File: config.mk
export PLATFORM = sky130hd
export DESIGN_NAME = motor_position_pid_step
export DESIGN_NICKNAME = d
export VERILOG_FILES = /design/src/rtl/mpps_pkg.sv /design/src/rtl/mpps_cfg.sv /design/src/rtl/mpps_smul.sv /design/src/rtl/mpps_jog.sv /design/src/rtl/motor_position_pid_step.sv
export VERILOG_INCLUDE_DIRS = /design/src /design/src/rtl
export SDC_FILE = /design/constraint.sdc
export NUM_CORES = 2
export LEC_CHECK = 0
export BUFFER_PORTS_ARGS = -buffer_cell sky130_fd_sc_hd__buf_2
export CELL_PAD_IN_SITES_DETAIL_PLACEMENT = 0
export CELL_PAD_IN_SITES_GLOBAL_PLACEMENT = 1
export CORE_ASPECT_RATIO = 1.5
export CORE_MARGIN = 2
export CORE_UTILIZATION = 45
export DETAILED_ROUTE_END_ITERATION = 8
export PLACE_DENSITY_LB_ADDON = 0.12
export RECOVER_POWER = 25
export REMOVE_ABC_BUFFERS = 1
export SYNTH_ARGS = -nofsm -noshare
export SYNTH_HDL_FRONTEND = slang
export SYNTH_SLANG_ARGS = --single-unit
File: constraint.sdc
create_clock -name clk -period 15.3 [get_ports clk]
set_input_delay 3.06 -clock clk [delete_from_list [all_inputs] [get_ports clk]]
set_output_delay 3.06 -clock clk [all_outputs]
set_load 0.02 [all_outputs]
File: src/rtl/motor_position_pid_step_macros.svh
// Assertion macros for the motor position PID step block.
// Included by the top level; expects clk and rst_n in scope.
`ifndef MOTOR_POSITION_PID_STEP_MACROS_SVH
`define MOTOR_POSITION_PID_STEP_MACROS_SVH

// Check that the consequent holds in the same cycle as the antecedent.
`define MPPS_ASSERT_NOW(lbl, ante, cons, msg) \
  lbl: assert property (@(posedge clk) disable iff (!rst_n) (ante) |-> (cons)) \
    else $error(msg);

// Check that the consequent holds in the cycle after the antecedent.
`define MPPS_ASSERT_NEXT(lbl, ante, cons, msg) \
  lbl: assert property (@(posedge clk) disable iff (!rst_n) (ante) |=> (cons)) \
    else $error(msg);

`endif

File: src/rtl/mpps_pkg.sv
// Shared types and constants for the motor position PID step block.
// No dependencies; mpps_cfg, mpps_jog and the top level refer to it by scoped names.
`default_nettype none

package mpps_pkg;

  localparam int POT_W        = 12;
  localparam int POS_W        = 24;
  localparam int ERR_W        = 25;
  localparam int ACC_W        = 32;
  localparam int GAIN_W       = 16;
  localparam int DUTY_W       = 8;
  localparam int MCAND_W      = 45;
  localparam int PROD_W       = MCAND_W + GAIN_W;
  localparam int GAIN_SHIFT   = 17;
  localparam int ACCS_W       = PROD_W - GAIN_SHIFT + 1;
  localparam int DEG_W        = 9;
  localparam int POT_DEADBAND = 10;
  localparam int POT_FULL     = 4095;
  localparam int DUTY_MAX     = 255;
  localparam int MID_SHIFT    = 9;

  localparam int IN_TDATA_W   = 64;
  localparam int OUT_DATA_W   = 11;
  localparam int OUT_TDATA_W  = 16;
  localparam int CFG_ADDR_W   = 5;
  localparam int CFG_DATA_W   = 32;

  localparam logic [GAIN_W-1:0] KP_RESET       = 16'd256;
  localparam logic [DUTY_W-1:0] MIN_DUTY_RESET = 8'd50;

  typedef enum logic [2:0] {
    REG_MANUAL   = 3'd0,
    REG_KP       = 3'd1,
    REG_KI       = 3'd2,
    REG_KD       = 3'd3,
    REG_MIN_DUTY = 3'd4
  } cfg_idx_t;

  typedef struct packed {
    logic              manual_mode;
    logic [GAIN_W-1:0] kp_gain;
    logic [GAIN_W-1:0] ki_gain;
    logic [GAIN_W-1:0] kd_gain;
    logic [DUTY_W-1:0] min_duty;
  } cfg_regs_t;

  typedef struct packed {
    logic load_step;
    logic add_step;
  } jog_ctl_t;

  typedef enum logic [3:0] {
    S_IDLE,
    S_JOG_A,
    S_JOG_B,
    S_ERR,
    S_DIF,
    S_KI,
    S_KI_W,
    S_KD,
    S_KD_W,
    S_KP,
    S_KP_W,
    S_ACC,
    S_DRV,
    S_OUT
  } state_t;

endpackage

`default_nettype wire

File: src/rtl/mpps_cfg.sv
// APB-style register file for gains, manual mode and minimum duty.
// Depends on mpps_pkg.
`default_nettype none

module mpps_cfg (
  input  wire logic                             clk,
  input  wire logic                             rst_n,
  input  wire logic                             psel,
  input  wire logic                             penable,
  input  wire logic                             pwrite,
  input  wire logic [mpps_pkg::CFG_ADDR_W-1:0]  paddr,
  input  wire logic [mpps_pkg::CFG_DATA_W-1:0]  pwdata,
  output logic      [mpps_pkg::CFG_DATA_W-1:0]  prdata,
  output logic                                  pready,
  output mpps_pkg::cfg_regs_t                   regs
);

  mpps_pkg::cfg_regs_t regs_r;
  mpps_pkg::cfg_idx_t  idx;
  logic                wr_en;

  assign idx    = mpps_pkg::cfg_idx_t'(paddr[mpps_pkg::CFG_ADDR_W-1:2]);
  assign wr_en  = psel && penable && pwrite;
  assign pready = 1'b1;
  assign regs   = regs_r;

  always_ff @(posedge clk) begin
    if (!rst_n) begin
      regs_r.manual_mode <= 1'b0;
      regs_r.kp_gain     <= mpps_pkg::KP_RESET;
      regs_r.ki_gain     <= '0;
      regs_r.kd_gain     <= '0;
      regs_r.min_duty    <= mpps_pkg::MIN_DUTY_RESET;
    end else if (wr_en) begin
      unique case (idx)
        mpps_pkg::REG_MANUAL:   regs_r.manual_mode <= pwdata[0];
        mpps_pkg::REG_KP:       regs_r.kp_gain     <= pwdata[mpps_pkg::GAIN_W-1:0];
        mpps_pkg::REG_KI:       regs_r.ki_gain     <= pwdata[mpps_pkg::GAIN_W-1:0];
        mpps_pkg::REG_KD:       regs_r.kd_gain     <= pwdata[mpps_pkg::GAIN_W-1:0];
        mpps_pkg::REG_MIN_DUTY: regs_r.min_duty    <= pwdata[mpps_pkg::DUTY_W-1:0];
        default: ;
      endcase
    end
  end

  always_comb begin
    prdata = '0;
    unique case (idx)
      mpps_pkg::REG_MANUAL:   prdata[0] = regs_r.manual_mode;
      mpps_pkg::REG_KP:       prdata[mpps_pkg::GAIN_W-1:0] = regs_r.kp_gain;
      mpps_pkg::REG_KI:       prdata[mpps_pkg::GAIN_W-1:0] = regs_r.ki_gain;
      mpps_pkg::REG_KD:       prdata[mpps_pkg::GAIN_W-1:0] = regs_r.kd_gain;
      mpps_pkg::REG_MIN_DUTY: prdata[mpps_pkg::DUTY_W-1:0] = regs_r.min_duty;
      default: ;
    endcase
  end

endmodule

`default_nettype wire

File: src/rtl/mpps_smul.sv
// Bit-serial shift-add multiplier: unsigned multiplier times signed multiplicand,
// one multiplier bit per cycle. Depends on nothing but its parameters.
`default_nettype none

module mpps_smul #(
  parameter int MCAND_W = 45,
  parameter int MULT_W  = 16
) (
  input  wire logic                              clk,
  input  wire logic                              rst_n,
  input  wire logic                              start,
  input  wire logic        [MULT_W-1:0]          multiplier,
  input  wire logic signed [MCAND_W-1:0]         mcand,
  output logic                                   done,
  output logic signed      [MCAND_W+MULT_W-1:0]  product
);

  localparam int CNT_W = $clog2(MULT_W);
  localparam logic [CNT_W-1:0] LAST = CNT_W'(MULT_W - 1);

  logic signed [MCAND_W:0]   hi_r;
  logic        [MULT_W-1:0]  lo_r;
  logic signed [MCAND_W-1:0] mc_r;
  logic        [CNT_W-1:0]   cnt_r;
  logic                      busy_r;
  logic                      done_r;
  logic signed [MCAND_W:0]   sum;

  // Add the multiplicand when the current multiplier bit is set.
  assign sum     = lo_r[0] ? hi_r + (MCAND_W+1)'(mc_r) : hi_r;
  assign product = $signed({hi_r[MCAND_W-1:0], lo_r});
  assign done    = done_r;

  always_ff @(posedge clk) begin
    if (!rst_n) begin
      busy_r <= 1'b0;
      done_r <= 1'b0;
      cnt_r  <= '0;
    end else begin
      done_r <= 1'b0;
      if (start) begin
        busy_r <= 1'b1;
        cnt_r  <= '0;
      end else if (busy_r) begin
        cnt_r <= cnt_r + CNT_W'(1);
        if (cnt_r == LAST) begin
          busy_r <= 1'b0;
          done_r <= 1'b1;
        end
      end
    end
  end

  always_ff @(posedge clk) begin
    if (start) begin
      hi_r <= '0;
      lo_r <= multiplier;
      mc_r <= mcand;
    end else if (busy_r) begin
      // Shift the partial product right by one, arithmetic.
      hi_r <= {sum[MCAND_W], sum[MCAND_W:1]};
      lo_r <= {sum[0], lo_r[MULT_W-1:1]};
    end
  end

endmodule

`default_nettype wire

File: src/rtl/mpps_jog.sv
// Target register with load and potentiometer jog filter.
// Depends on mpps_pkg.
`default_nettype none

module mpps_jog #(
  parameter int POT_STABLE_TICKS = 5,
  parameter int FRAC_BITS        = 8
) (
  input  wire logic                                clk,
  input  wire logic                                rst_n,
  input  wire mpps_pkg::jog_ctl_t                  ctl,
  input  wire logic                                manual_mode,
  input  wire logic        [mpps_pkg::POT_W-1:0]   pot_sample,
  input  wire logic                                load_target,
  input  wire logic signed [mpps_pkg::POS_W-1:0]   new_target,
  output logic signed      [mpps_pkg::POS_W-1:0]   target,
  output logic                                     settle_clr
);

  localparam int PC_W = $clog2(POT_STABLE_TICKS + 1);
  localparam int TS_W = mpps_pkg::POS_W + 2;
  localparam int P_W  = mpps_pkg::POT_W + 9;

  logic signed [mpps_pkg::POS_W-1:0] target_r;
  logic [mpps_pkg::POT_W-1:0]        pot_ref_r;
  logic [PC_W-1:0]                   pot_cnt_r;
  logic                              fire_r;
  logic                              clr_r;
  logic [mpps_pkg::DEG_W-1:0]        deg_mag_r;
  logic                              deg_neg_r;

  logic signed [mpps_pkg::POT_W:0]   diff;
  logic [mpps_pkg::POT_W-1:0]        ad;
  logic [PC_W-1:0]                   cnt_nxt;
  logic                              fire_nxt;
  logic [P_W-1:0]                    p;
  logic [mpps_pkg::DEG_W-1:0]        t;
  logic [mpps_pkg::POT_W:0]          s;
  logic [mpps_pkg::DEG_W-1:0]        q;
  logic [TS_W-1:0]                   step_mag;
  logic signed [TS_W-1:0]            tsum;
  logic signed [mpps_pkg::POS_W-1:0] tsat;

  assign target     = target_r;
  assign settle_clr = clr_r;

  always_comb begin
    diff = $signed({1'b0, pot_sample}) - $signed({1'b0, pot_ref_r});
    ad   = diff[mpps_pkg::POT_W] ? mpps_pkg::POT_W'(-diff) : diff[mpps_pkg::POT_W-1:0];
    if (ad < mpps_pkg::POT_W'(mpps_pkg::POT_DEADBAND)) begin
      cnt_nxt = '0;
    end else begin
      cnt_nxt = pot_cnt_r + PC_W'(1);
    end
    fire_nxt = (cnt_nxt == PC_W'(POT_STABLE_TICKS));
    // |diff| * 360 / 4095: take apart p = 4096*t + r, then one correction.
    p = (P_W'(ad) << 8) + (P_W'(ad) << 6) + (P_W'(ad) << 5) + (P_W'(ad) << 3);
    t = p[P_W-1:mpps_pkg::POT_W];
    s = (mpps_pkg::POT_W+1)'(t) + (mpps_pkg::POT_W+1)'(p[mpps_pkg::POT_W-1:0]);
    q = t + mpps_pkg::DEG_W'(s >= (mpps_pkg::POT_W+1)'(mpps_pkg::POT_FULL));
  end

  always_comb begin
    step_mag = TS_W'(deg_mag_r) << FRAC_BITS;
    tsum     = TS_W'(target_r) + (deg_neg_r ? -$signed(step_mag) : $signed(step_mag));
    if (tsum[TS_W-1:mpps_pkg::POS_W-1] != {(TS_W-mpps_pkg::POS_W+1){tsum[TS_W-1]}}) begin
      tsat = tsum[TS_W-1] ? {1'b1, {(mpps_pkg::POS_W-1){1'b0}}}
                          : {1'b0, {(mpps_pkg::POS_W-1){1'b1}}};
    end else begin
      tsat = tsum[mpps_pkg::POS_W-1:0];
    end
  end

  always_ff @(posedge clk) begin
    if (!rst_n) begin
      target_r  <= '0;
      pot_ref_r <= '0;
      pot_cnt_r <= '0;
      fire_r    <= 1'b0;
      clr_r     <= 1'b0;
    end else begin
      if (ctl.load_step) begin
        if (load_target) begin
          target_r <= new_target;
        end
        if (manual_mode) begin
          pot_cnt_r <= fire_nxt ? '0 : cnt_nxt;
        end
        fire_r <= manual_mode && fire_nxt;
        clr_r  <= load_target || (manual_mode && fire_nxt);
      end
      if (ctl.add_step && fire_r) begin
        target_r  <= tsat;
        pot_ref_r <= pot_sample;
      end
    end
  end

  always_ff @(posedge clk) begin
    if (ctl.load_step) begin
      deg_mag_r <= q;
      deg_neg_r <= diff[mpps_pkg::POT_W];
    end
  end

endmodule

`default_nettype wire

File: src/rtl/motor_position_pid_step.sv
// Top level of the motor position PID step block: sequencer, PID datapath,
// drive stage and output register. Uses mpps_pkg, mpps_cfg, mpps_jog, mpps_smul.
//
//   Channel  Ports                        Word contents (low bit first)
//   in       in_tvalid/in_tready/tdata    pot_sample, position_q8, new_target_q8
//                                         (tuser: load_target)
//   out      out_tvalid/out_tready/tdata  duty, forward, backward, settled
//   cfg      psel/penable/pwrite/paddr    manual_mode, kp, ki, kd, min_duty
//
// One word is worked on at a time. A tick that runs the PID goes through the jog
// steps, the error and difference steps, three multiplier passes (start,
// bit-serial shifts, done) and the accumulate, drive and output steps. A tick
// that finds the block settled goes from the jog steps straight to the output
// step. The input reopens in the cycle after the output register is loaded.
// rst_n is synchronous; the block comes up settled with the motor stopped.
// A new word is taken while the previous result still waits in the output
// register; a stalled output holds the sequencer in its last state until the
// register frees up.
`default_nettype none

module motor_position_pid_step #(
  parameter int POT_STABLE_TICKS = 5,
  parameter int SETTLE_TICKS     = 2,
  parameter int FRAC_BITS        = 8
) (
  input  wire logic                                  clk,
  input  wire logic                                  rst_n,
  // in_tdata: pot_sample[11:0], position_q8[35:12], new_target_q8[59:36], zeros
  input  wire logic                                  in_tvalid,
  output logic                                       in_tready,
  input  wire logic [mpps_pkg::IN_TDATA_W-1:0]       in_tdata,
  // in_tuser: load_target
  input  wire logic                                  in_tuser,
  // out_tdata: duty[7:0], forward[8], backward[9], settled[10], zeros
  output logic                                       out_tvalid,
  input  wire logic                                  out_tready,
  output logic      [mpps_pkg::OUT_TDATA_W-1:0]      out_tdata,
  input  wire logic                                  psel,
  input  wire logic                                  penable,
  input  wire logic                                  pwrite,
  input  wire logic [mpps_pkg::CFG_ADDR_W-1:0]       paddr,
  input  wire logic [mpps_pkg::CFG_DATA_W-1:0]       pwdata,
  output logic      [mpps_pkg::CFG_DATA_W-1:0]       prdata,
  output logic                                       pready
);

`include "motor_position_pid_step_macros.svh"

  localparam int SC_W  = $clog2(SETTLE_TICKS + 1);
  localparam int D_W   = mpps_pkg::ERR_W + 1;
  localparam int C_W   = mpps_pkg::ERR_W + 2;
  localparam int ERR_W = mpps_pkg::ERR_W;
  localparam int ACC_W = mpps_pkg::ACC_W;
  localparam int MC_W  = mpps_pkg::MCAND_W;
  localparam logic signed [ERR_W-1:0] HALF_Q = ERR_W'(1 << (FRAC_BITS - 1));

  // Configuration registers.
  mpps_pkg::cfg_regs_t regs;

  mpps_cfg u_cfg (
    .clk     (clk),
    .rst_n   (rst_n),
    .psel    (psel),
    .penable (penable),
    .pwrite  (pwrite),
    .paddr   (paddr),
    .pwdata  (pwdata),
    .prdata  (prdata),
    .pready  (pready),
    .regs    (regs)
  );

  // Sequencer state and latched input word.
  mpps_pkg::state_t state_r, state_nxt;

  logic [mpps_pkg::POT_W-1:0]        pot_r;
  logic signed [mpps_pkg::POS_W-1:0] pos_r;
  logic signed [mpps_pkg::POS_W-1:0] newt_r;
  logic                              load_r;

  // PID state.
  logic signed [ERR_W-1:0] err1_r, err2_r, e_r;
  logic signed [ACC_W-1:0] accum_r;
  logic [SC_W-1:0]         settle_cnt_r;
  logic                    settled_r;
  logic                    near_r;
  logic signed [D_W-1:0]   a_r, b_r;
  logic signed [C_W-1:0]   c_r;
  logic signed [MC_W-1:0]  inner_r;

  // Drive outputs and output register.
  logic [mpps_pkg::DUTY_W-1:0]     duty_r;
  logic                            fwd_r, bwd_r;
  logic                            out_tvalid_r;
  logic [mpps_pkg::OUT_DATA_W-1:0] out_data_r;

  // Jog unit.
  mpps_pkg::jog_ctl_t                jog_ctl;
  logic signed [mpps_pkg::POS_W-1:0] target;
  logic                              jog_clr;

  mpps_jog #(
    .POT_STABLE_TICKS (POT_STABLE_TICKS),
    .FRAC_BITS        (FRAC_BITS)
  ) u_jog (
    .clk         (clk),
    .rst_n       (rst_n),
    .ctl         (jog_ctl),
    .manual_mode (regs.manual_mode),
    .pot_sample  (pot_r),
    .load_target (load_r),
    .new_target  (newt_r),
    .target      (target),
    .settle_clr  (jog_clr)
  );

  // Shared serial multiplier.
  logic                                  mul_start;
  logic [mpps_pkg::GAIN_W-1:0]           mul_gain;
  logic signed [MC_W-1:0]                mul_mcand;
  logic                                  mul_done;
  logic signed [mpps_pkg::PROD_W-1:0]    mul_prod;

  mpps_smul #(
    .MCAND_W (MC_W),
    .MULT_W  (mpps_pkg::GAIN_W)
  ) u_smul (
    .clk        (clk),
    .rst_n      (rst_n),
    .start      (mul_start),
    .multiplier (mul_gain),
    .mcand      (mul_mcand),
    .done       (mul_done),
    .product    (mul_prod)
  );

  logic                    in_acc;
  logic                    out_free;
  logic signed [ERR_W-1:0] e_nxt;
  logic signed [mpps_pkg::ACCS_W-1:0] acc_sum;
  logic signed [ACC_W-1:0] acc_sat;
  logic [SC_W-1:0]         sc_nxt;
  logic [ACC_W-1:0]        mag;
  logic [ACC_W-1:0]        mag_int;
  logic [mpps_pkg::DUTY_W-1:0] duty_nxt;

  assign in_acc     = in_tvalid && in_tready;
  assign out_free   = !out_tvalid_r || out_tready;
  assign out_tvalid = out_tvalid_r;
  assign out_tdata  = mpps_pkg::OUT_TDATA_W'(out_data_r);

  // Next state, handshake and unit controls.
  always_comb begin
    state_nxt         = state_r;
    in_tready         = 1'b0;
    jog_ctl.load_step = 1'b0;
    jog_ctl.add_step  = 1'b0;
    mul_start         = 1'b0;
    mul_gain          = regs.kp_gain;
    mul_mcand         = inner_r;
    unique case (state_r)
      mpps_pkg::S_IDLE: begin
        in_tready = 1'b1;
        if (in_tvalid) begin
          state_nxt = mpps_pkg::S_JOG_A;
        end
      end
      mpps_pkg::S_JOG_A: begin
        jog_ctl.load_step = 1'b1;
        state_nxt         = mpps_pkg::S_JOG_B;
      end
      mpps_pkg::S_JOG_B: begin
        jog_ctl.add_step = 1'b1;
        // Skip the PID when the block stays settled through this tick.
        state_nxt = (settled_r && !jog_clr) ? mpps_pkg::S_OUT : mpps_pkg::S_ERR;
      end
      mpps_pkg::S_ERR: state_nxt = mpps_pkg::S_DIF;
      mpps_pkg::S_DIF: state_nxt = mpps_pkg::S_KI;
      mpps_pkg::S_KI: begin
        mul_start = 1'b1;
        mul_gain  = regs.ki_gain;
        mul_mcand = MC_W'(b_r);
        state_nxt = mpps_pkg::S_KI_W;
      end
      mpps_pkg::S_KI_W: if (mul_done) state_nxt = mpps_pkg::S_KD;
      mpps_pkg::S_KD: begin
        mul_start = 1'b1;
        mul_gain  = regs.kd_gain;
        mul_mcand = MC_W'(c_r) <<< 1;
        state_nxt = mpps_pkg::S_KD_W;
      end
      mpps_pkg::S_KD_W: if (mul_done) state_nxt = mpps_pkg::S_KP;
      mpps_pkg::S_KP: begin
        mul_start = 1'b1;
        state_nxt = mpps_pkg::S_KP_W;
      end
      mpps_pkg::S_KP_W: if (mul_done) state_nxt = mpps_pkg::S_ACC;
      mpps_pkg::S_ACC:  state_nxt = mpps_pkg::S_DRV;
      mpps_pkg::S_DRV:  state_nxt = mpps_pkg::S_OUT;
      mpps_pkg::S_OUT:  if (out_free) state_nxt = mpps_pkg::S_IDLE;
      default:          state_nxt = mpps_pkg::S_IDLE;
    endcase
  end

  always_ff @(posedge clk) begin
    if (!rst_n) begin
      state_r <= mpps_pkg::S_IDLE;
    end else begin
      state_r <= state_nxt;
    end
  end

  // Datapath arithmetic for the error, accumulator and drive steps.
  always_comb begin
    e_nxt   = ERR_W'(target) - ERR_W'(pos_r);
    // Floor by 2^17 is the top of the product; add and clamp to 32 bits.
    acc_sum = mpps_pkg::ACCS_W'(accum_r)
            + mpps_pkg::ACCS_W'($signed(mul_prod[mpps_pkg::PROD_W-1:mpps_pkg::GAIN_SHIFT]));
    if (acc_sum[mpps_pkg::ACCS_W-1:ACC_W-1]
        != {(mpps_pkg::ACCS_W-ACC_W+1){acc_sum[mpps_pkg::ACCS_W-1]}}) begin
      acc_sat = acc_sum[mpps_pkg::ACCS_W-1] ? {1'b1, {(ACC_W-1){1'b0}}}
                                            : {1'b0, {(ACC_W-1){1'b1}}};
    end else begin
      acc_sat = acc_sum[ACC_W-1:0];
    end
    sc_nxt  = near_r ? settle_cnt_r + SC_W'(1) : '0;
    mag     = accum_r[ACC_W-1] ? ACC_W'(0) - accum_r : accum_r;
    mag_int = mag >> FRAC_BITS;
    if (mag_int < ACC_W'(regs.min_duty)) begin
      duty_nxt = regs.min_duty;
    end else if (mag_int > ACC_W'(mpps_pkg::DUTY_MAX)) begin
      duty_nxt = mpps_pkg::DUTY_W'(mpps_pkg::DUTY_MAX);
    end else begin
      duty_nxt = mag_int[mpps_pkg::DUTY_W-1:0];
    end
  end

  // Control and PID state registers.
  always_ff @(posedge clk) begin
    if (!rst_n) begin
      err1_r       <= '0;
      err2_r       <= '0;
      accum_r      <= '0;
      settle_cnt_r <= '0;
      settled_r    <= 1'b1;
      duty_r       <= '0;
      fwd_r        <= 1'b0;
      bwd_r        <= 1'b0;
      out_tvalid_r <= 1'b0;
    end else begin
      unique case (state_r)
        mpps_pkg::S_JOG_B: begin
          if (jog_clr) begin
            settled_r <= 1'b0;
          end
        end
        mpps_pkg::S_ACC: begin
          err2_r <= err1_r;
          err1_r <= e_r;
          // Enough quiet ticks: mark settled and drop the drive.
          if (sc_nxt == SC_W'(SETTLE_TICKS)) begin
            settled_r    <= 1'b1;
            accum_r      <= '0;
            settle_cnt_r <= '0;
          end else begin
            accum_r      <= acc_sat;
            settle_cnt_r <= sc_nxt;
          end
        end
        mpps_pkg::S_DRV: begin
          if (accum_r == '0) begin
            duty_r <= '0;
            fwd_r  <= 1'b0;
            bwd_r  <= 1'b0;
          end else begin
            duty_r <= duty_nxt;
            fwd_r  <= !accum_r[ACC_W-1];
            bwd_r  <= accum_r[ACC_W-1];
          end
        end
        default: ;
      endcase
      if (state_r == mpps_pkg::S_OUT && out_free) begin
        out_tvalid_r <= 1'b1;
      end else if (out_tready) begin
        out_tvalid_r <= 1'b0;
      end
    end
  end

  // Payload registers: input latch, difference terms, midpoint sum, result word.
  always_ff @(posedge clk) begin
    if (in_acc) begin
      pot_r  <= in_tdata[mpps_pkg::POT_W-1:0];
      pos_r  <= in_tdata[mpps_pkg::POT_W+mpps_pkg::POS_W-1:mpps_pkg::POT_W];
      newt_r <= in_tdata[mpps_pkg::POT_W+2*mpps_pkg::POS_W-1:
                         mpps_pkg::POT_W+mpps_pkg::POS_W];
      load_r <= in_tuser;
    end
    if (state_r == mpps_pkg::S_ERR) begin
      e_r <= e_nxt;
    end
    if (state_r == mpps_pkg::S_DIF) begin
      a_r    <= D_W'(e_r) - D_W'(err1_r);
      b_r    <= D_W'(e_r) + D_W'(err1_r);
      c_r    <= C_W'(e_r) - (C_W'(err1_r) <<< 1) + C_W'(err2_r);
      near_r <= (e_r > -HALF_Q) && (e_r < HALF_Q);
    end
    // inner = 512*(e - e1) + ki*(e + e1) + 2*kd*(e - 2*e1 + e2)
    if (state_r == mpps_pkg::S_KI_W && mul_done) begin
      inner_r <= (MC_W'(a_r) <<< mpps_pkg::MID_SHIFT) + $signed(mul_prod[MC_W-1:0]);
    end
    if (state_r == mpps_pkg::S_KD_W && mul_done) begin
      inner_r <= inner_r + $signed(mul_prod[MC_W-1:0]);
    end
    if (state_r == mpps_pkg::S_OUT && out_free) begin
      out_data_r <= {settled_r, bwd_r, fwd_r, duty_r};
    end
  end

  `MPPS_ASSERT_NOW(a_settled_accum_zero, settled_r, accum_r == '0, "accumulator live while settled")
  `MPPS_ASSERT_NOW(a_dir_exclusive, fwd_r, !bwd_r, "forward and backward both driven")
  `MPPS_ASSERT_NOW(a_stop_duty_zero, !fwd_r && !bwd_r, duty_r == '0, "duty without direction")
  `MPPS_ASSERT_NEXT(a_accept_start, in_tvalid && in_tready, state_r == mpps_pkg::S_JOG_A, "word not started")

endmodule

`default_nettype wire

==> results.cfg <==
[cts]
numCtsBuffers = 56
cts.sinks = 541
clock_insertion_delay_worst_skew_ns = 0.67
postCtsSetupBuffers = 0
clk_transition_reported_paths_ns = 0.06
holdBufCountCts = 0
clock-root-buffer = clkbuf_16
clk_path_buf_depth = 3
tritoncts = yes
cts_max_level = 2
cts_resized = 0

[placement]
place_worst_setup_slack_ns = 5.04
place_congestion = 0.867
place_inst = 5461
port_buffers = 115
dp.final_hpwl_um = 79000
place_area_um2 = 39900

[logic_synthesis]
ys_seq_elements = 541
yosys.area.top_type = edfxtp_1
avgSynthCellArea_um2 = 8.82
yosysMostFrequentCell = nand2_1
synthCells = 4343
synth.area.top_cells = edfxtp_1, dfxtp_1, ha_1
synth_top_area_share_pct = 22.9
ys_seq_area_share_pct = 35.9
synth-edff-count = 292
yosysUniqueCellTypes = 100
synth_warnings = 0
synthFlopType = edfxtp_1
syn_area_um2 = 38300
async_flop_share_pct = 0
ys_top_cells_by_count = nand2_1, a21oi_1, ha_1, inv_1, nor2_1

[timing]
rsz0062_at_grt = no
final.min_clock_period_ns = 10.22
setup_ws_ns = 5.08
holdWs_ns = 0.428
period_share_pct = 66.8
slew_viol_final = 182
tightest_slew_ns = 3.44
setup_tns_ns = 0
fmax_mhz = 97.9
slew_headroom_pct = -129
fin_skew_ns = 0.0406
setup_viol = 0
hold_violations = 0

[run]
maxCapViolCount = 4

[cells_and_area]
layout-drive-gt1-share_pct = 7.53
diodes = 0
layout.cells.non_filler = 5565
syn_to_final_growth_pct = 8.94
stdcell_area_um2 = 41700
fin_nets = 4886
n_fill_cell = 8354

[worst_setup_path]
slowest_delay_ns = 0.60
cp_max_fo = 12
critPathCaptureType = flip-flop
critical_path_depth = 40
critPathLaunchType = flip-flop
path_delay_family = compound AO/OA/AOI/OAI gates
critPathArrivalTime_ns = 10.59
worstPathRequired_ns = 15.68
cp_num_buf_inv = 5
worstSetupPathType = reg2reg
r2r_cells = 40
slowest_stage = xnor2_1

[route]
vias_per_cell = 5.45
drcViolationCount = 0
dr.first_iter.drc_count = 1443
ant_nets = 0
wl_per_cell_um = 18.3
firstDrtPassIters = 7
vias = 30300
drt_wl_total_um = 102000

[floorplan]
fp.dieH_um = 361
die_area_um2 = 87500
fp-row-count = 131
die_w_um = 242
start_util_pct = 45.2
ioPinCount = 160
coreArea_um2 = 84700

[grt]
grt-ovfl-total = 0
grt_start_max_net_pins = 81
grt_pass1_wl_um = 162000
grt_antenna_before_repair = 0
grt_pass1_vias = 30100
track_usage_pct = 23.0

[power_and_ir_drop]
combPwrFrac_pct = 64.1
p_sw_uw = 4800
pwr-share-clk_pct = 13.8
switching_share_pct = 46.3
p_per_area_nw_per_um2 = 248
pwr-share-seq_pct = 22.1
leakage_uw = 0.0170
p_int_uw = 5570
ir_drop_mv = 0.485

[run_status]
violations = max-capacitance violations, max-slew violations
outcome = complete, but fails checks

[hold_path]
whs_path_depth = 0
hp-class = reg2reg
## area by class of cell
| type | count | area [um^2] | share of cell area (%) |
|---|---|---|---|
| multi-input cells | 3309 | 22600 | 54.2 |
| flip-flops and latches | 541 | 13800 | 33.0 |
| clock buffers | 70 | 1490 | 3.56 |
| well taps | 1130 | 1410 | 3.39 |
| inverters | 332 | 1250 | 3.00 |
| repair buffers | 149 | 801 | 1.92 |
| clock inverters | 34 | 398 | 0.953 |
## path summary, 6_finish.rpt
path	startpoint	end	slack, ns
setup / recovery	pot_r[0]$_DFFE_PP_	u_jog.deg_mag_r[8]$_DFFE_PP_	5.08
hold / removal	duty_r[2]$_SDFFE_PN0P_	out_data_r[2]$_DFFE_PP_	0.43
setup reg to reg	pot_r[0]$_DFFE_PP_	u_jog.deg_mag_r[8]$_DFFE_PP_	5.08
hold reg to reg	duty_r[2]$_SDFFE_PN0P_	out_data_r[2]$_DFFE_PP_	0.43
## sequential cells by signal, summed over array words and instances, names as in the netlist, 16 cells and up
register,cells
u_cfg.regs,57
inner_r,45
u_smul.hi_r,45
u_smul.mc_r,45
accum_r,32
c_r,27
a_r,26
b_r,25
e_r,25
err1_r,25
err2_r,25
newt_r,24
pos_r,24
u_jog.target,24
u_smul.lo_r,16
## worst register-to-register path: cells and delay by family, from the launching register on
family | cells | cell delay (ns)
flip-flops | 1 | 0.38
adder cells (fa/ha/maj) | 10 | 3.23
AO/OA/AOI/OAI | 17 | 3.50
buffers and inverters | 5 | 0.57
AND/OR/NAND/NOR | 4 | 0.72
multiplexers | 1 | 0.27
XOR/XNOR | 3 | 1.27
## power groups by stage
| stage | Clock (uW) | Sequential [uW] | Combinational [uW] |
|---|---|---|---|
| CTS | 1480 | 2290 | 6690 |
| global placement | 0 | 2320 | 6590 |
| detailed placement | 0 | 2320 | 6640 |
| floorplan | 0 | 2170 | 5110 |
| finish | 1430 | 2290 | 6640 |
| global route | 1530 | 2310 | 7390 |
## cell families (layout without fill, tap and decap cells)
group / Yosys count / count (layout) / share of synthesized area [%]
xor+xnor: 306 / 306 / 7.00
compound gates: 1250 / 1250 / 21.2
fa+ha+maj: 390 / 390 / 13.7
buf+inv: 513 / 585 / 5.36
mux: 65 / 65 / 1.80
simple gates: 1276 / 1276 / 15.0
flops: 541 / 541 / 35.9
other cells: 2 / 22 / 0.0196
## layout by cell type, fill, tap and decap left out, types with 88 or more instances in the layout
| cell type | instances |
|---|---|
| nor2_1 | 314 |
| dfxtp_1 | 248 |
| o21ai_0 | 208 |
| nand2_1 | 543 |
| a21oi_1 | 435 |
| inv_1 | 329 |
| buf_2 | 115 |
| xor2_1 | 88 |
| edfxtp_1 | 292 |
| ha_1 | 338 |
| a21o_1 | 111 |
| xnor2_1 | 218 |
## through the flow
step	power (uW)	util, %
6_report	10400	49.2
5_1_grt	11200	49.2
4_1_cts	10500	49.3
3_5_place_dp	8960	47.1
3_3_place_gp	8920	47.1
2_1_floorplan	7280	-
## per-layer routing
metal	wire length, um	vias up	track usage, %
li1	-	15600	-
met2	55700	419	45.5
met4	3960	0	9.09
met5	0	-	0
met1	39800	14100	25.0
met3	2300	163	1.96
Power figures use the tool's default switching activity.
